<file path="src/rtl/dclp_pkg.sv">
// ----------------------------------------------------------------------------
// dclp_pkg: shared types for the duty command line parser
// Response codes and the command and status bundles that join the
// controller and the datapath.
// ----------------------------------------------------------------------------
package dclp_pkg;

  // Response codes carried in the result transaction.
  typedef enum logic [2:0] {
    RESP_SET_OK   = 3'd0,
    RESP_REPORT   = 3'd1,
    RESP_UNKNOWN  = 3'd2,
    RESP_RANGE    = 3'd3,
    RESP_BAD_NUM  = 3'd4,
    RESP_MISSING  = 3'd5,
    RESP_TOO_LONG = 3'd6
  } resp_code_t;

  // Commands from the controller to the datapath.
  typedef struct packed {
    logic store;        // write the received byte and advance the count
    logic start_scan;   // latch the line length, clear the count, reset the parser
    logic too_long;     // flag a too-long line and clear the count
    logic set_discard;  // start dropping the rest of a too-long line
    logic clr_discard;  // a terminator ends the dropped line
    logic scan_rd;      // read the next stored byte into the parser
    logic load_out;     // load the result into the output register
  } dclp_cmd_t;

  // Status from the datapath to the controller.
  typedef struct packed {
    logic is_term;      // received byte is CR or LF
    logic cnt_zero;     // no byte stored in the current line
    logic cnt_full;     // line holds capacity minus one bytes
    logic discard;      // rest of a too-long line is being dropped
    logic scan_last;    // the read being issued is the last byte of the line
    logic has_result;   // the finished line produces a result
  } dclp_stat_t;

endpackage

</file>
<file path="src/rtl/dclp_ctrl.sv">
// ----------------------------------------------------------------------------
// dclp_ctrl: controller of the duty command line parser
// Sequences byte storage, the scan over a stored line and result delivery.
// ----------------------------------------------------------------------------
module dclp_ctrl
  import dclp_pkg::*;
(
  input  logic       clk,
  input  logic       rst_n,
  input  logic       in_valid,
  output logic       in_ready,
  output logic       out_valid,
  input  logic       out_ready,
  input  dclp_stat_t stat,
  output dclp_cmd_t  cmd
);

  typedef enum logic [3:0] {
    ST_IDLE   = 4'b0001,
    ST_SCAN   = 4'b0010,
    ST_DRAIN  = 4'b0100,
    ST_FINISH = 4'b1000
  } state_t;

  state_t state_r, state_nxt;
  logic   out_valid_r, out_valid_nxt;
  logic   in_accept;
  logic   out_free;

  assign in_ready  = (state_r == ST_IDLE);
  assign out_valid = out_valid_r;
  assign in_accept = in_valid && (state_r == ST_IDLE);
  assign out_free  = !out_valid_r || out_ready;

  always_comb begin
    state_nxt = state_r;
    cmd       = '0;
    unique case (state_r)
      ST_IDLE: begin
        if (in_accept) begin
          if (stat.discard) begin
            cmd.clr_discard = stat.is_term;
          end else if (stat.is_term) begin
            if (stat.cnt_full) begin
              cmd.too_long = 1'b1;
              state_nxt    = ST_FINISH;
            end else if (!stat.cnt_zero) begin
              cmd.start_scan = 1'b1;
              state_nxt      = ST_SCAN;
            end
          end else if (stat.cnt_full) begin
            cmd.too_long    = 1'b1;
            cmd.set_discard = 1'b1;
            state_nxt       = ST_FINISH;
          end else begin
            cmd.store = 1'b1;
          end
        end
      end
      ST_SCAN: begin
        cmd.scan_rd = 1'b1;
        if (stat.scan_last) begin
          state_nxt = ST_DRAIN;
        end
      end
      ST_DRAIN: begin
        state_nxt = ST_FINISH;
      end
      ST_FINISH: begin
        if (!stat.has_result) begin
          state_nxt = ST_IDLE;
        end else if (out_free) begin
          cmd.load_out = 1'b1;
          state_nxt    = ST_IDLE;
        end
      end
      default: begin
        state_nxt = ST_IDLE;
      end
    endcase
  end

  always_comb begin
    if (cmd.load_out) begin
      out_valid_nxt = 1'b1;
    end else if (out_ready) begin
      out_valid_nxt = 1'b0;
    end else begin
      out_valid_nxt = out_valid_r;
    end
  end

  always_ff @(posedge clk) begin
    if (!rst_n) begin
      state_r     <= ST_IDLE;
      out_valid_r <= 1'b0;
    end else begin
      state_r     <= state_nxt;
      out_valid_r <= out_valid_nxt;
    end
  end

endmodule

</file>
<file path="src/rtl/dclp_dp.sv">
// ----------------------------------------------------------------------------
// dclp_dp: datapath of the duty command line parser
// Line store, byte count, a one-byte-per-cycle parser over the stored line
// and the result register.
// ----------------------------------------------------------------------------
module dclp_dp
  import dclp_pkg::*;
#(
  parameter int LINE_CAPACITY = 64
)
(
  input  logic             clk,
  input  logic             rst_n,
  input  logic [7:0]       rx_byte,
  input  logic [7:0]       current_duty,
  input  dclp_cmd_t        cmd,
  output dclp_stat_t       stat,
  output resp_code_t       response_code,
  output logic             set_strobe,
  output logic [7:0]       result_value
);

  localparam int IDX_W = $clog2(LINE_CAPACITY);

  localparam logic [2:0] KW_LEN     = 3'd7;
  localparam logic [7:0] CHAR_LF    = 8'h0A;
  localparam logic [7:0] CHAR_CR    = 8'h0D;
  localparam logic [7:0] CHAR_SPACE = 8'h20;
  localparam logic [7:0] CHAR_TAB   = 8'h09;
  localparam logic [7:0] CHAR_ZERO  = 8'h30;
  localparam logic [7:0] CHAR_NINE  = 8'h39;
  localparam logic [7:0] CHAR_LA    = 8'h61;
  localparam logic [7:0] CHAR_LZ    = 8'h7A;
  localparam logic [7:0] CASE_DIFF  = 8'h20;
  localparam logic [9:0] NUM_SAT    = 10'd999;
  localparam logic [9:0] DUTY_MAX   = 10'd100;

  // Number field parser: waiting for the first digit, in the digits,
  // in trailing blanks after the digits, or a non-digit (or a digit after the blanks) was seen.
  typedef enum logic [3:0] {
    NUM_WAIT   = 4'b0001,
    NUM_DIGITS = 4'b0010,
    NUM_TRAIL  = 4'b0100,
    NUM_BAD    = 4'b1000
  } num_state_t;

  function automatic logic is_ws(input logic [7:0] c);
    return (c == CHAR_SPACE) || ((c >= CHAR_TAB) && (c <= CHAR_CR));
  endfunction

  function automatic logic [7:0] to_upper(input logic [7:0] c);
    return ((c >= CHAR_LA) && (c <= CHAR_LZ)) ? (c - CASE_DIFF) : c;
  endfunction

  // Keyword characters: "SET PWM" or "GET PWM", differing only in the first.
  function automatic logic [7:0] kw_char(input logic is_get, input logic [2:0] idx);
    logic [7:0] ch;
    case (idx)
      3'd0:    ch = is_get ? "G" : "S";
      3'd1:    ch = "E";
      3'd2:    ch = "T";
      3'd3:    ch = " ";
      3'd4:    ch = "P";
      3'd5:    ch = "W";
      3'd6:    ch = "M";
      default: ch = 8'h00;
    endcase
    return ch;
  endfunction

  logic [7:0]       mem [LINE_CAPACITY];
  logic [IDX_W-1:0] cnt_r, cnt_nxt;
  logic             discard_r, discard_nxt;
  logic             tl_r, tl_nxt;
  logic             proc_vld_r;
  logic [IDX_W-1:0] len_r;
  logic [IDX_W-1:0] ptr_r, ptr_nxt;
  logic [7:0]       rd_data_r;
  logic [7:0]       duty_r;

  logic             nonempty_r, nonempty_nxt;
  logic [2:0]       kidx_r, kidx_nxt;
  logic             set_m_r, set_m_nxt;
  logic             get_m_r, get_m_nxt;
  num_state_t       num_st_r, num_st_nxt;
  logic [9:0]       val_r, val_nxt;

  resp_code_t       code_r;
  logic             strobe_r;
  logic [7:0]       value_r;

  logic [7:0]       uc;
  logic             ws;
  logic             digit;
  logic [13:0]      v_ext;
  logic [9:0]       v_sat;

  resp_code_t       res_code;
  logic             res_strobe;
  logic [7:0]       res_value;
  logic             res_has;

  assign stat.is_term    = (rx_byte == CHAR_LF) || (rx_byte == CHAR_CR);
  assign stat.cnt_zero   = (cnt_r == '0);
  assign stat.cnt_full   = (cnt_r == IDX_W'(LINE_CAPACITY - 1));
  assign stat.discard    = discard_r;
  assign stat.scan_last  = (ptr_r == (len_r - IDX_W'(1)));
  assign stat.has_result = res_has;

  assign response_code = code_r;
  assign set_strobe    = strobe_r;
  assign result_value  = value_r;

  // Line store: written as bytes arrive, read once per cycle during the scan.
  always_ff @(posedge clk) begin
    if (cmd.store) begin
      mem[cnt_r] <= rx_byte;
    end
    if (cmd.scan_rd) begin
      rd_data_r <= mem[ptr_r];
    end
  end

  always_comb begin
    cnt_nxt     = cnt_r;
    discard_nxt = discard_r;
    tl_nxt      = tl_r;
    ptr_nxt     = ptr_r;
    if (cmd.start_scan || cmd.too_long) begin
      cnt_nxt = '0;
    end else if (cmd.store) begin
      cnt_nxt = cnt_r + IDX_W'(1);
    end
    if (cmd.set_discard) begin
      discard_nxt = 1'b1;
    end else if (cmd.clr_discard) begin
      discard_nxt = 1'b0;
    end
    if (cmd.too_long) begin
      tl_nxt = 1'b1;
    end else if (cmd.start_scan) begin
      tl_nxt = 1'b0;
    end
    if (cmd.start_scan) begin
      ptr_nxt = '0;
    end else if (cmd.scan_rd) begin
      ptr_nxt = ptr_r + IDX_W'(1);
    end
  end

  // One parser step per stored byte.
  assign uc    = to_upper(rd_data_r);
  assign ws    = is_ws(rd_data_r);
  assign digit = (rd_data_r >= CHAR_ZERO) && (rd_data_r <= CHAR_NINE);
  assign v_ext = ({4'b0, val_r} << 3) + ({4'b0, val_r} << 1) + {10'b0, rd_data_r[3:0]};
  assign v_sat = (v_ext > 14'(NUM_SAT)) ? NUM_SAT : v_ext[9:0];

  always_comb begin
    nonempty_nxt = nonempty_r;
    kidx_nxt     = kidx_r;
    set_m_nxt    = set_m_r;
    get_m_nxt    = get_m_r;
    num_st_nxt   = num_st_r;
    val_nxt      = val_r;
    if (cmd.start_scan) begin
      nonempty_nxt = 1'b0;
      kidx_nxt     = 3'd0;
      set_m_nxt    = 1'b0;
      get_m_nxt    = 1'b0;
      num_st_nxt   = NUM_WAIT;
      val_nxt      = '0;
    end else if (proc_vld_r) begin
      if (!nonempty_r) begin
        // Leading blanks are skipped; the first other byte opens the keyword.
        if (!ws) begin
          nonempty_nxt = 1'b1;
          kidx_nxt     = 3'd1;
          set_m_nxt    = (uc == kw_char(1'b0, 3'd0));
          get_m_nxt    = (uc == kw_char(1'b1, 3'd0));
        end
      end else if (kidx_r != KW_LEN) begin
        set_m_nxt = set_m_r && (uc == kw_char(1'b0, kidx_r));
        get_m_nxt = get_m_r && (uc == kw_char(1'b1, kidx_r));
        kidx_nxt  = kidx_r + 3'd1;
      end else begin
        // A GET takes nothing after the keyword but trailing blanks.
        if (!ws) begin
          get_m_nxt = 1'b0;
        end
        if (set_m_r) begin
          unique case (num_st_r)
            NUM_WAIT: begin
              if (digit) begin
                val_nxt    = {6'b0, rd_data_r[3:0]};
                num_st_nxt = NUM_DIGITS;
              end else if (!ws) begin
                num_st_nxt = NUM_BAD;
              end
            end
            NUM_DIGITS: begin
              if (digit) begin
                val_nxt = v_sat;
              end else if (ws) begin
                num_st_nxt = NUM_TRAIL;
              end else begin
                num_st_nxt = NUM_BAD;
              end
            end
            NUM_TRAIL: begin
              if (!ws) begin
                num_st_nxt = NUM_BAD;
              end
            end
            NUM_BAD: begin
              num_st_nxt = NUM_BAD;
            end
            default: begin
              num_st_nxt = NUM_BAD;
            end
          endcase
        end
      end
    end
  end

  // Result of the finished line.
  always_comb begin
    res_code   = RESP_UNKNOWN;
    res_strobe = 1'b0;
    res_value  = 8'h00;
    res_has    = 1'b1;
    if (tl_r) begin
      res_code = RESP_TOO_LONG;
    end else if (!nonempty_r) begin
      res_has = 1'b0;
    end else if ((kidx_r == KW_LEN) && set_m_r) begin
      if (num_st_r == NUM_WAIT) begin
        res_code = RESP_MISSING;
      end else if (num_st_r == NUM_BAD) begin
        res_code = RESP_BAD_NUM;
      end else if (val_r > DUTY_MAX) begin
        res_code = RESP_RANGE;
      end else begin
        res_code   = RESP_SET_OK;
        res_strobe = 1'b1;
        res_value  = val_r[7:0];
      end
    end else if ((kidx_r == KW_LEN) && get_m_r) begin
      res_code  = RESP_REPORT;
      res_value = duty_r;
    end
  end

  always_ff @(posedge clk) begin
    if (!rst_n) begin
      cnt_r      <= '0;
      discard_r  <= 1'b0;
      tl_r       <= 1'b0;
      proc_vld_r <= 1'b0;
    end else begin
      cnt_r      <= cnt_nxt;
      discard_r  <= discard_nxt;
      tl_r       <= tl_nxt;
      proc_vld_r <= cmd.scan_rd;
    end
  end

  always_ff @(posedge clk) begin
    ptr_r      <= ptr_nxt;
    nonempty_r <= nonempty_nxt;
    kidx_r     <= kidx_nxt;
    set_m_r    <= set_m_nxt;
    get_m_r    <= get_m_nxt;
    num_st_r   <= num_st_nxt;
    val_r      <= val_nxt;
    if (cmd.start_scan) begin
      len_r  <= cnt_r;
      duty_r <= current_duty;
    end
    if (cmd.load_out) begin
      code_r   <= res_code;
      strobe_r <= res_strobe;
      value_r  <= res_value;
    end
  end

endmodule

</file>
<file path="src/rtl/duty_command_line_parser_core.sv">
// ----------------------------------------------------------------------------
// duty_command_line_parser_core: serial command line parser for a duty value
// Collects bytes into a line, and at CR or LF parses GET PWM / SET PWM <n>.
// ----------------------------------------------------------------------------
// A byte that is stored or dropped, or an empty terminator, leaves the controller idle.
// A terminator ending a line of n stored bytes holds in_tready low through the scan
// (one line store read per byte), the drain state and the finish state, which waits
// while the output register is full; a too-long line goes straight to the finish state.
// Reset (rst_n low, synchronous) clears the byte count, the discard flag and
// the output valid; the line store is not cleared, only written bytes are read.
module duty_command_line_parser_core
  import dclp_pkg::*;
#(
  parameter int LINE_CAPACITY = 64
)
(
  input  logic        clk,
  input  logic        rst_n,
  // Input channel, one received byte per transaction.
  input  logic        in_tvalid,
  output logic        in_tready,
  input  logic [15:0] in_tdata,   // [7:0] rx_byte, [15:8] current_duty
  // Result channel, at most one transaction per line.
  output logic        out_tvalid,
  input  logic        out_tready,
  output logic [15:0] out_tdata   // [2:0] response_code, [3] set_strobe,
                                  // [11:4] result_value, [15:12] zero
);

  dclp_cmd_t  cmd;
  dclp_stat_t stat;
  resp_code_t response_code;
  logic       set_strobe;
  logic [7:0] result_value;

  // The controller owns both handshakes. Input is taken whenever it is idle,
  // also while an earlier result still waits in the output register; a new
  // result waits in the finish state until that register is free.
  dclp_ctrl u_ctrl (
    .clk       (clk),
    .rst_n     (rst_n),
    .in_valid  (in_tvalid),
    .in_ready  (in_tready),
    .out_valid (out_tvalid),
    .out_ready (out_tready),
    .stat      (stat),
    .cmd       (cmd)
  );

  // The datapath stores the line, walks it one byte per cycle through the
  // trim, keyword and number parser, and holds the registered result.
  dclp_dp #(
    .LINE_CAPACITY (LINE_CAPACITY)
  ) u_dp (
    .clk           (clk),
    .rst_n         (rst_n),
    .rx_byte       (in_tdata[7:0]),
    .current_duty  (in_tdata[15:8]),
    .cmd           (cmd),
    .stat          (stat),
    .response_code (response_code),
    .set_strobe    (set_strobe),
    .result_value  (result_value)
  );

  assign out_tdata = {4'b0000, result_value, set_strobe, response_code};

endmodule

</file>
<file path="config.mk">
export PLATFORM = sky130hd
export DESIGN_NAME = duty_command_line_parser_core
export DESIGN_NICKNAME = d
export VERILOG_FILES = /design/src/rtl/dclp_pkg.sv /design/src/rtl/dclp_ctrl.sv /design/src/rtl/dclp_dp.sv /design/src/rtl/duty_command_line_parser_core.sv
export SDC_FILE = /design/constraint.sdc
export NUM_CORES = 1
export LEC_CHECK = 0
export BUFFER_PORTS_ARGS = -buffer_cell sky130_fd_sc_hd__buf_2
export CORE_ASPECT_RATIO = 0.6
export CORE_MARGIN = 5
export CORE_UTILIZATION = 32
export CTS_BUF_LIST = sky130_fd_sc_hd__clkbuf_16
export CTS_CLUSTER_DIAMETER = 60
export CTS_CLUSTER_SIZE = 24
export DETAILED_ROUTE_END_ITERATION = 7
export GPL_TIMING_DRIVEN = 0
export HOLD_SLACK_MARGIN = 0.12
export PLACE_DENSITY_LB_ADDON = 0.05
export SLEW_MARGIN = 20
export SYNTH_ARGS = -nofsm -noshare
export SYNTH_HDL_FRONTEND = slang
export SYNTH_SLANG_ARGS = --single-unit
</file>
<file path="constraint.sdc">
create_clock -name clk -period 3.5 [get_ports clk]
set_input_delay 0.7 -clock clk [delete_from_list [all_inputs] [get_ports clk]]
set_output_delay 0.7 -clock clk [all_outputs]
set_load 0.01 [all_outputs]
</file>
* Word level (Yosys, flattened, before mapping)
Memory sizes are Yosys's and may differ from the RTL's. A register that Yosys moved wholly into a read port is not among the register bits.
Cells that the tools add are included.
W data, S select, Z words.
** Cells by class
- $add $sub $neg :: 7
- $mul :: 0
- Divide/modulo/power cells :: 0
- Magnitude comparators :: 8
- Equality and inequality tests :: 37
- Shift operators :: 0
- Mux-type cells :: 81
- Bitwise operators :: 4
- Reduce and logical (&&, ||, !) cells :: 27
** Operators by type and width (number)
- $mux W8 :: 14
- $pmux W7 S7 :: 2
- $mux W4 :: 14
- $mux W1 :: 33
- $mux W10 :: 3
- $mux W3 :: 7
- $pmux W10 S2 :: 1
- $eq A8 B4 Y1 const B :: 2
- $eq A8 B7 Y1 const B :: 2
- $eq A8 B8 Y1 :: 2
- $pmux W4 S4 :: 1
- $add A13 B11 Y14 :: 1
- $add A14 B4 Y14 :: 1
- $gt A14 B10 Y1 const B :: 1
- $add A6 B1 Y6 const B :: 2
- $eq A3 B3 Y1 const B :: 4
- $pmux W4 S3 :: 1
- $gt A10 B7 Y1 const B :: 1
- $mux W5 :: 2
- $ne A2 B2 Y1 const B :: 5
- $ne A3 B3 Y1 const B :: 3
- $eq A4 B1 Y1 const B :: 2
- $eq A4 B2 Y1 const B :: 2
- $eq A4 B3 Y1 const B :: 2
- other kinds (31) :: 56
** Word-level totals
- Flip-flop bits (word level) :: 66
- Latch bits :: 0
- RAM bits :: 512
- Memory bits (read-only) :: 0
- Bits of input ports :: 20
- Output and inout bits :: 18
- Logic and storage cells :: 184
- Memories kept :: 1
** Memory list
- u_dp.mem :: words 64, bits a word 8, read ports 1, clocked after Yosys merged registers in 1, wr ports 1, line dclp_dp.sv:71 : logic [7:0] mem [LINE_CAPACITY];

* Logic depth before layout (Yosys ltp)
- Depth in word-level cells :: 12
- Gate-level depth with buffers :: 10
- Mapped depth without buffers :: 10

* Cells and area by module
A second synthesis with hierarchy kept.
** Unflattened totals
- Cells, all modules :: 1325
- Area, all modules :: 24407.2 sq um
** By module, submodules not included
- dclp_dp :: instances 1, cells each 1274, area an instance 23953.0 sq um
- dclp_ctrl :: instances 1, cells each 45, area an instance 412.9 sq um
- duty_command_line_parser_core :: instances 1, cells each 6, area an instance 41.3 sq um

* Least setup slack after synthesis
No wires, ideal clock.
- Kind :: register to register
- Start :: register u_dp.rd_data_r[3], read port of u_dp.mem
- End :: register u_dp.val_r[3]
- Setup time :: 0.120 ns
- Arrival time :: 2.720 ns
- Data required time :: 3.380 ns
- Setup slack :: 0.660 ns
- Cell stages (with the launch flop) :: 10
- Path buffers :: 0
- Period minus slack after synthesis :: 2.840 ns
- Path through :: edfxtp_1 -> fa_1 -> fa_1 -> a21o_1 -> nand4_1 -> a21oi_1 -> o21a_1 -> o221ai_1 -> nor4_1 -> o31a_1
** Between the ends
- Word-level cells in the longest chain between the ends :: 5
- Elaborated cells on any way between the ends :: 12
** Ends and longest elaborated chain
- start: declaration :: line dclp_dp.sv:78 : logic [7:0] rd_data_r;
- $add A14 B4 Y14 :: line dclp_dp.sv:155 : assign v_ext = ({4'b0, val_r} << 3) + ({4'b0, val_r} << 1) + {10'b0, rd_data_r[3:0]};
- $gt A14 B10 Y1 :: line dclp_dp.sv:156 : assign v_sat = (v_ext > 14'(NUM_SAT)) ? NUM_SAT : v_ext[9:0];
- $mux W10 :: line dclp_dp.sv:156
- $mux W10 :: line dclp_dp.sv:201 : if (digit) begin
- $pmux W10 S2 :: line dclp_dp.sv:191 : unique case (num_st_r)
- end signal: assignment :: line dclp_dp.sv:275 : val_r <= val_nxt;
- end: declaration :: line dclp_dp.sv:86 : logic [9:0] val_r, val_nxt;
Several ways; a longest one is shown, not always the timed one. The select of a mux whose other input is x is not followed.
A chain may end at the register's enable or synchronous reset.

* Worst setup path after layout
- Start :: input in_tdata[1]
- End :: memory u_dp.mem[22][1] (enable)
** Between the ends
- Word-level cells in the longest chain between the ends :: 8
- Elaborated cells on any way between the ends :: 9
** Ends and longest elaborated chain
- start: declaration :: line duty_command_line_parser_core.sv:22 : input logic [15:0] in_tdata,
- $eq A8 B4 Y1 :: line dclp_dp.sv:103 : assign stat.is_term = (rx_byte == CHAR_LF) || (rx_byte == CHAR_CR);
- $logic_or A1 B1 Y1 * :: line dclp_dp.sv:103
- $mux W1 * :: line dclp_ctrl.sv:43 : end else if (stat.is_term) begin
- $mux W4 * :: line dclp_ctrl.sv:41 : if (stat.discard) begin
- $mux W5 * :: line dclp_ctrl.sv:40 : if (in_accept) begin
- $mux W5 * :: line dclp_ctrl.sv:38 : unique case (state_r)
- $mux W1 * :: line dclp_dp.sv:116 : if (cmd.store) begin
- $mux W1 (not written as such) * :: line dclp_dp.sv:117 : mem[cnt_r] <= rx_byte;
- end: declaration :: line dclp_dp.sv:71
Mark *: on every way between the ends. The rest lies on a longest branch, timed or not.

==> results.md <==
* Number of global-route vias before repair at 12300
* Via count at about 12000
* Synth area leader: edfxtp_1
* Top-count cell post-synth: edfxtp_1
* CP cell instances: buf_4 > buf_12 > and3b_1 > o211a_1 > nor3_2 > and2_1 > nand2_2 > nor2_2
* Initial Util at about a third
* Worst Setup Start Kind: primary input
* WP buf/inv at 2
* Total track usage at 16.7%
* Synth top cells by count: edfxtp_1, mux4_2, nor2_1
* Clk sinks at just under 600
* Initial antenna violation count at 9
* Critical path peak fanout at 35
* I/O pin cnt at 38
* Seq cells post-synth at slightly below 600
* Post-synthesis async set-or-reset flop share at 0%
* Largest net degree at the start of global routing at 66
* CTS tree: done
* Tightest Pin Transition at about 1 ns
* Synth warn at 0
* Final Skew at roughly 0.018 ns
* Clk buf depth at 3
* CP max-delay cell: nor2_2
* Crit path time final at roughly 3.4 ns
* FF+latch area at ~17000 um^2
* Setup_tns at 0 ns
* Post-synthesis instance area at around 24000 um^2
* Sequential area share after synthesis at 71.4%
* Die width at between 300 and 400 um
* Max-slew headroom at roughly 32%
* Total Die Area at a little over 80000 um^2
* Root Driver: clkbuf_16
* Worst Hold Class: primary input to flip-flop
* Cell count along the critical path at 8
* Hold Vio Cnt, Final at 0
* Total Nets Final at around 1400
* Power density cells at ~700 nW/um^2
* Final setup viols at 0
* First-pass GRT wire length at 96000 um
* Data required time at the worst endpoint at 3.74 ns
* Final WL at approximately 68000 um
* Status: completed
* Top delay family on crit path: simple AND/OR/NAND/NOR gates
* CTS Hold Buffers Added at 0
* DR WL met3 at roughly 5100 um
* Layout fillers at slightly below 7000
* Placeable Area at 74200 um^2
* Max Used Layer: met4
* Final Worst Setup Slack at 0.0774 ns
* Vias/cell at ~5.2
* EDFF count, synth at 546
* Crit end category: flip-flop
* Mapped Avg Cell Area at 19.0 um^2
* Post-DP HPWL at 45400 um
* Post-route antenna net violation count at 0
* Drt wl/cell at about 29 um
* Die Y at ~220 um
* Row Count at between 70 and 80
* Post-synth cell types at 70
* Remaining Overflow, GRT at 0
* Max Fclk at 0.292 GHz
* Cell count after synthesis at approximately 1300
* Num CTS Buffers at 39
* Detailed Route Iter0 Violations at around 1300
* Area taken by multi-input logic gates at between 6000 and 7000 um^2
* Htree depth at 2
* Area contributors post-synth: edfxtp_1, mux4_2, dfxtp_1, nor2_1, ha_1
* Max Cap Viol at 0
* Area growth, synth to finish at 13.9%
* Worst Path Arrival at ~3.7 ns
* Crit share post-route at between 90% and 100%
* Peak VDD IR at between 0.0003 and 0.0004 V
* Residual DRC count at 0
* CTS clock-pin slew for the worst setup and hold paths at approximately 0.09 ns
* Routability cong. at between 0.7 and 0.8
* Leak Pwr at between 8 and 9 nW
* M1 WL at around 35000 um
* Most used DFF post-synth: edfxtp_1
* Kind of critical path: primary input to flip-flop
* Share of cells above drive strength 1 at 28.6%
* Metal2 WL at 26000 um
* Worst R2R Path Depth at 7
* Top cell type's share of synthesized area at 68.0%
* First-pass iteration count of the detailed router at 6
* Slew Viols, Final at 0
* Hold depth at 1
* RSZ-0062 raised after global routing: yes
* Crit-path max cell delay at 0.62 ns
* Postcts setup bufs at 0
* Pre-CTS setup slack at -1.06 ns
* Port bufs at 32
* Latest clock arrival within the worst-skew pair at roughly 0.60 ns
## metal layers
metal	track usage, %	vias up
met5	0	-
met4	2.95	0
li1	-	5352
met3	4.28	63
met2	21.4	334
met1	28.1	6632
## logic make-up (layout without fill, tap and decap cells)
| family | count (synthesis) | in the layout | synth area share [%] |
|---|---|---|---|
| multiplexers | 175 | 175 | 16.0 |
| XOR/XNOR | 31 | 31 | 1.13 |
| adder cells (fa/ha/maj) | 33 | 33 | 1.78 |
| flip-flops | 586 | 586 | 71.4 |
| buffers and inverters | 82 | 188 | 1.57 |
| AND/OR/NAND/NOR | 244 | 244 | 4.89 |
| AO/OA/AOI/OAI | 119 | 119 | 3.27 |
| other | 1 | 6 | 0.0156 |
## layout make-up
cell class,instances,share of cell area [%]
Sequential cell,586,62.7
Multi-Input combinational cell,606,25.3
Tap cell,987,4.50
Clock buffer,41,3.74
Clock inverter,28,1.34
Buffer,69,1.27
Timing Repair Buffer,37,0.985
Inverter,13,0.178
Antenna cell,2,0.0182
## through the flow
step                      cells  total power [mW]  util [%]  instance area, um^2  hold slack, ns
after floorplan            1274              11.8         -                24100           0.406
after detailed placement   2298              14.1      34.6                25600           0.415
final                      2369              19.3      37.0                27400           0.277
after CTS                  2367              19.5      36.8                27300           0.231
after global routing       2367              20.1      37.0                27400           0.237
after global placement     2293              14.2      34.4                25500           0.421
## where the power goes
group	leakage, nW	total, mW	switching (mW)	internal (mW)
Combinational	2.71	6.00	3.45	2.55
Clock	0.687	5.26	2.65	2.61
Sequential	5.25	8.00	0.129	7.87
Total	8.64	19.3	6.23	13.0
## registers in the layout, indices dropped and copies added, names as in the netlist, 3 cells and up
signal              flops
u_dp.kidx_r             3
u_dp.len_r              6
u_dp.mem              512
u_dp.cnt_r              6
u_dp.result_value       8
u_dp.response_code      3
u_dp.val_r             10
u_ctrl.state_r          4
u_dp.rd_data_r          8
u_dp.num_st_r           4
u_dp.duty_r             8
u_dp.ptr_r              6
## layout by cell type (no fill, tap or decap), drive strengths merged, types with 5 or more instances in the layout
cell,Yosys,layout
nor3,18,18
bufinv,0,5
nor4,7,7
mux2i,7,7
edfxtp,546,546
a21o,6,6
xnor2,20,20
nand4,5,5
nor4b,5,5
xor2,11,11
ha,31,31
clkinv,0,10
and2,7,7
a22o,8,8
nand2,40,40
nor2b,5,5
inv,13,24
dfxtp,40,40
buf,30,65
mux4,168,168
nor2,115,115
a21oi,30,30
o31ai,5,5
o21ai,27,27
nand3,11,11
clkbuf,39,82
## what timing repair did
| item | CTS | global route |
|---|---|---|
| gates cloned | 0 | 0 |
| resized for setup | 85 | 37 |
| setup endpoints to repair | 525 | 383 |
## final timing paths
| path | start | slack, ns | endpoint |
|---|---|---|---|
| max reg2reg | u_ctrl.state_r[2] | 0.13 | u_dp.mem[22][1] |
| min reg2reg | u_dp.cnt_r[4] | 0.44 | u_dp.len_r[4] |
| max | in_tdata[1] | 0.08 | u_dp.mem[22][1] |
| min | in_tdata[8] | 0.28 | u_dp.duty_r[0] |
(Power assumes the default switching activity.)
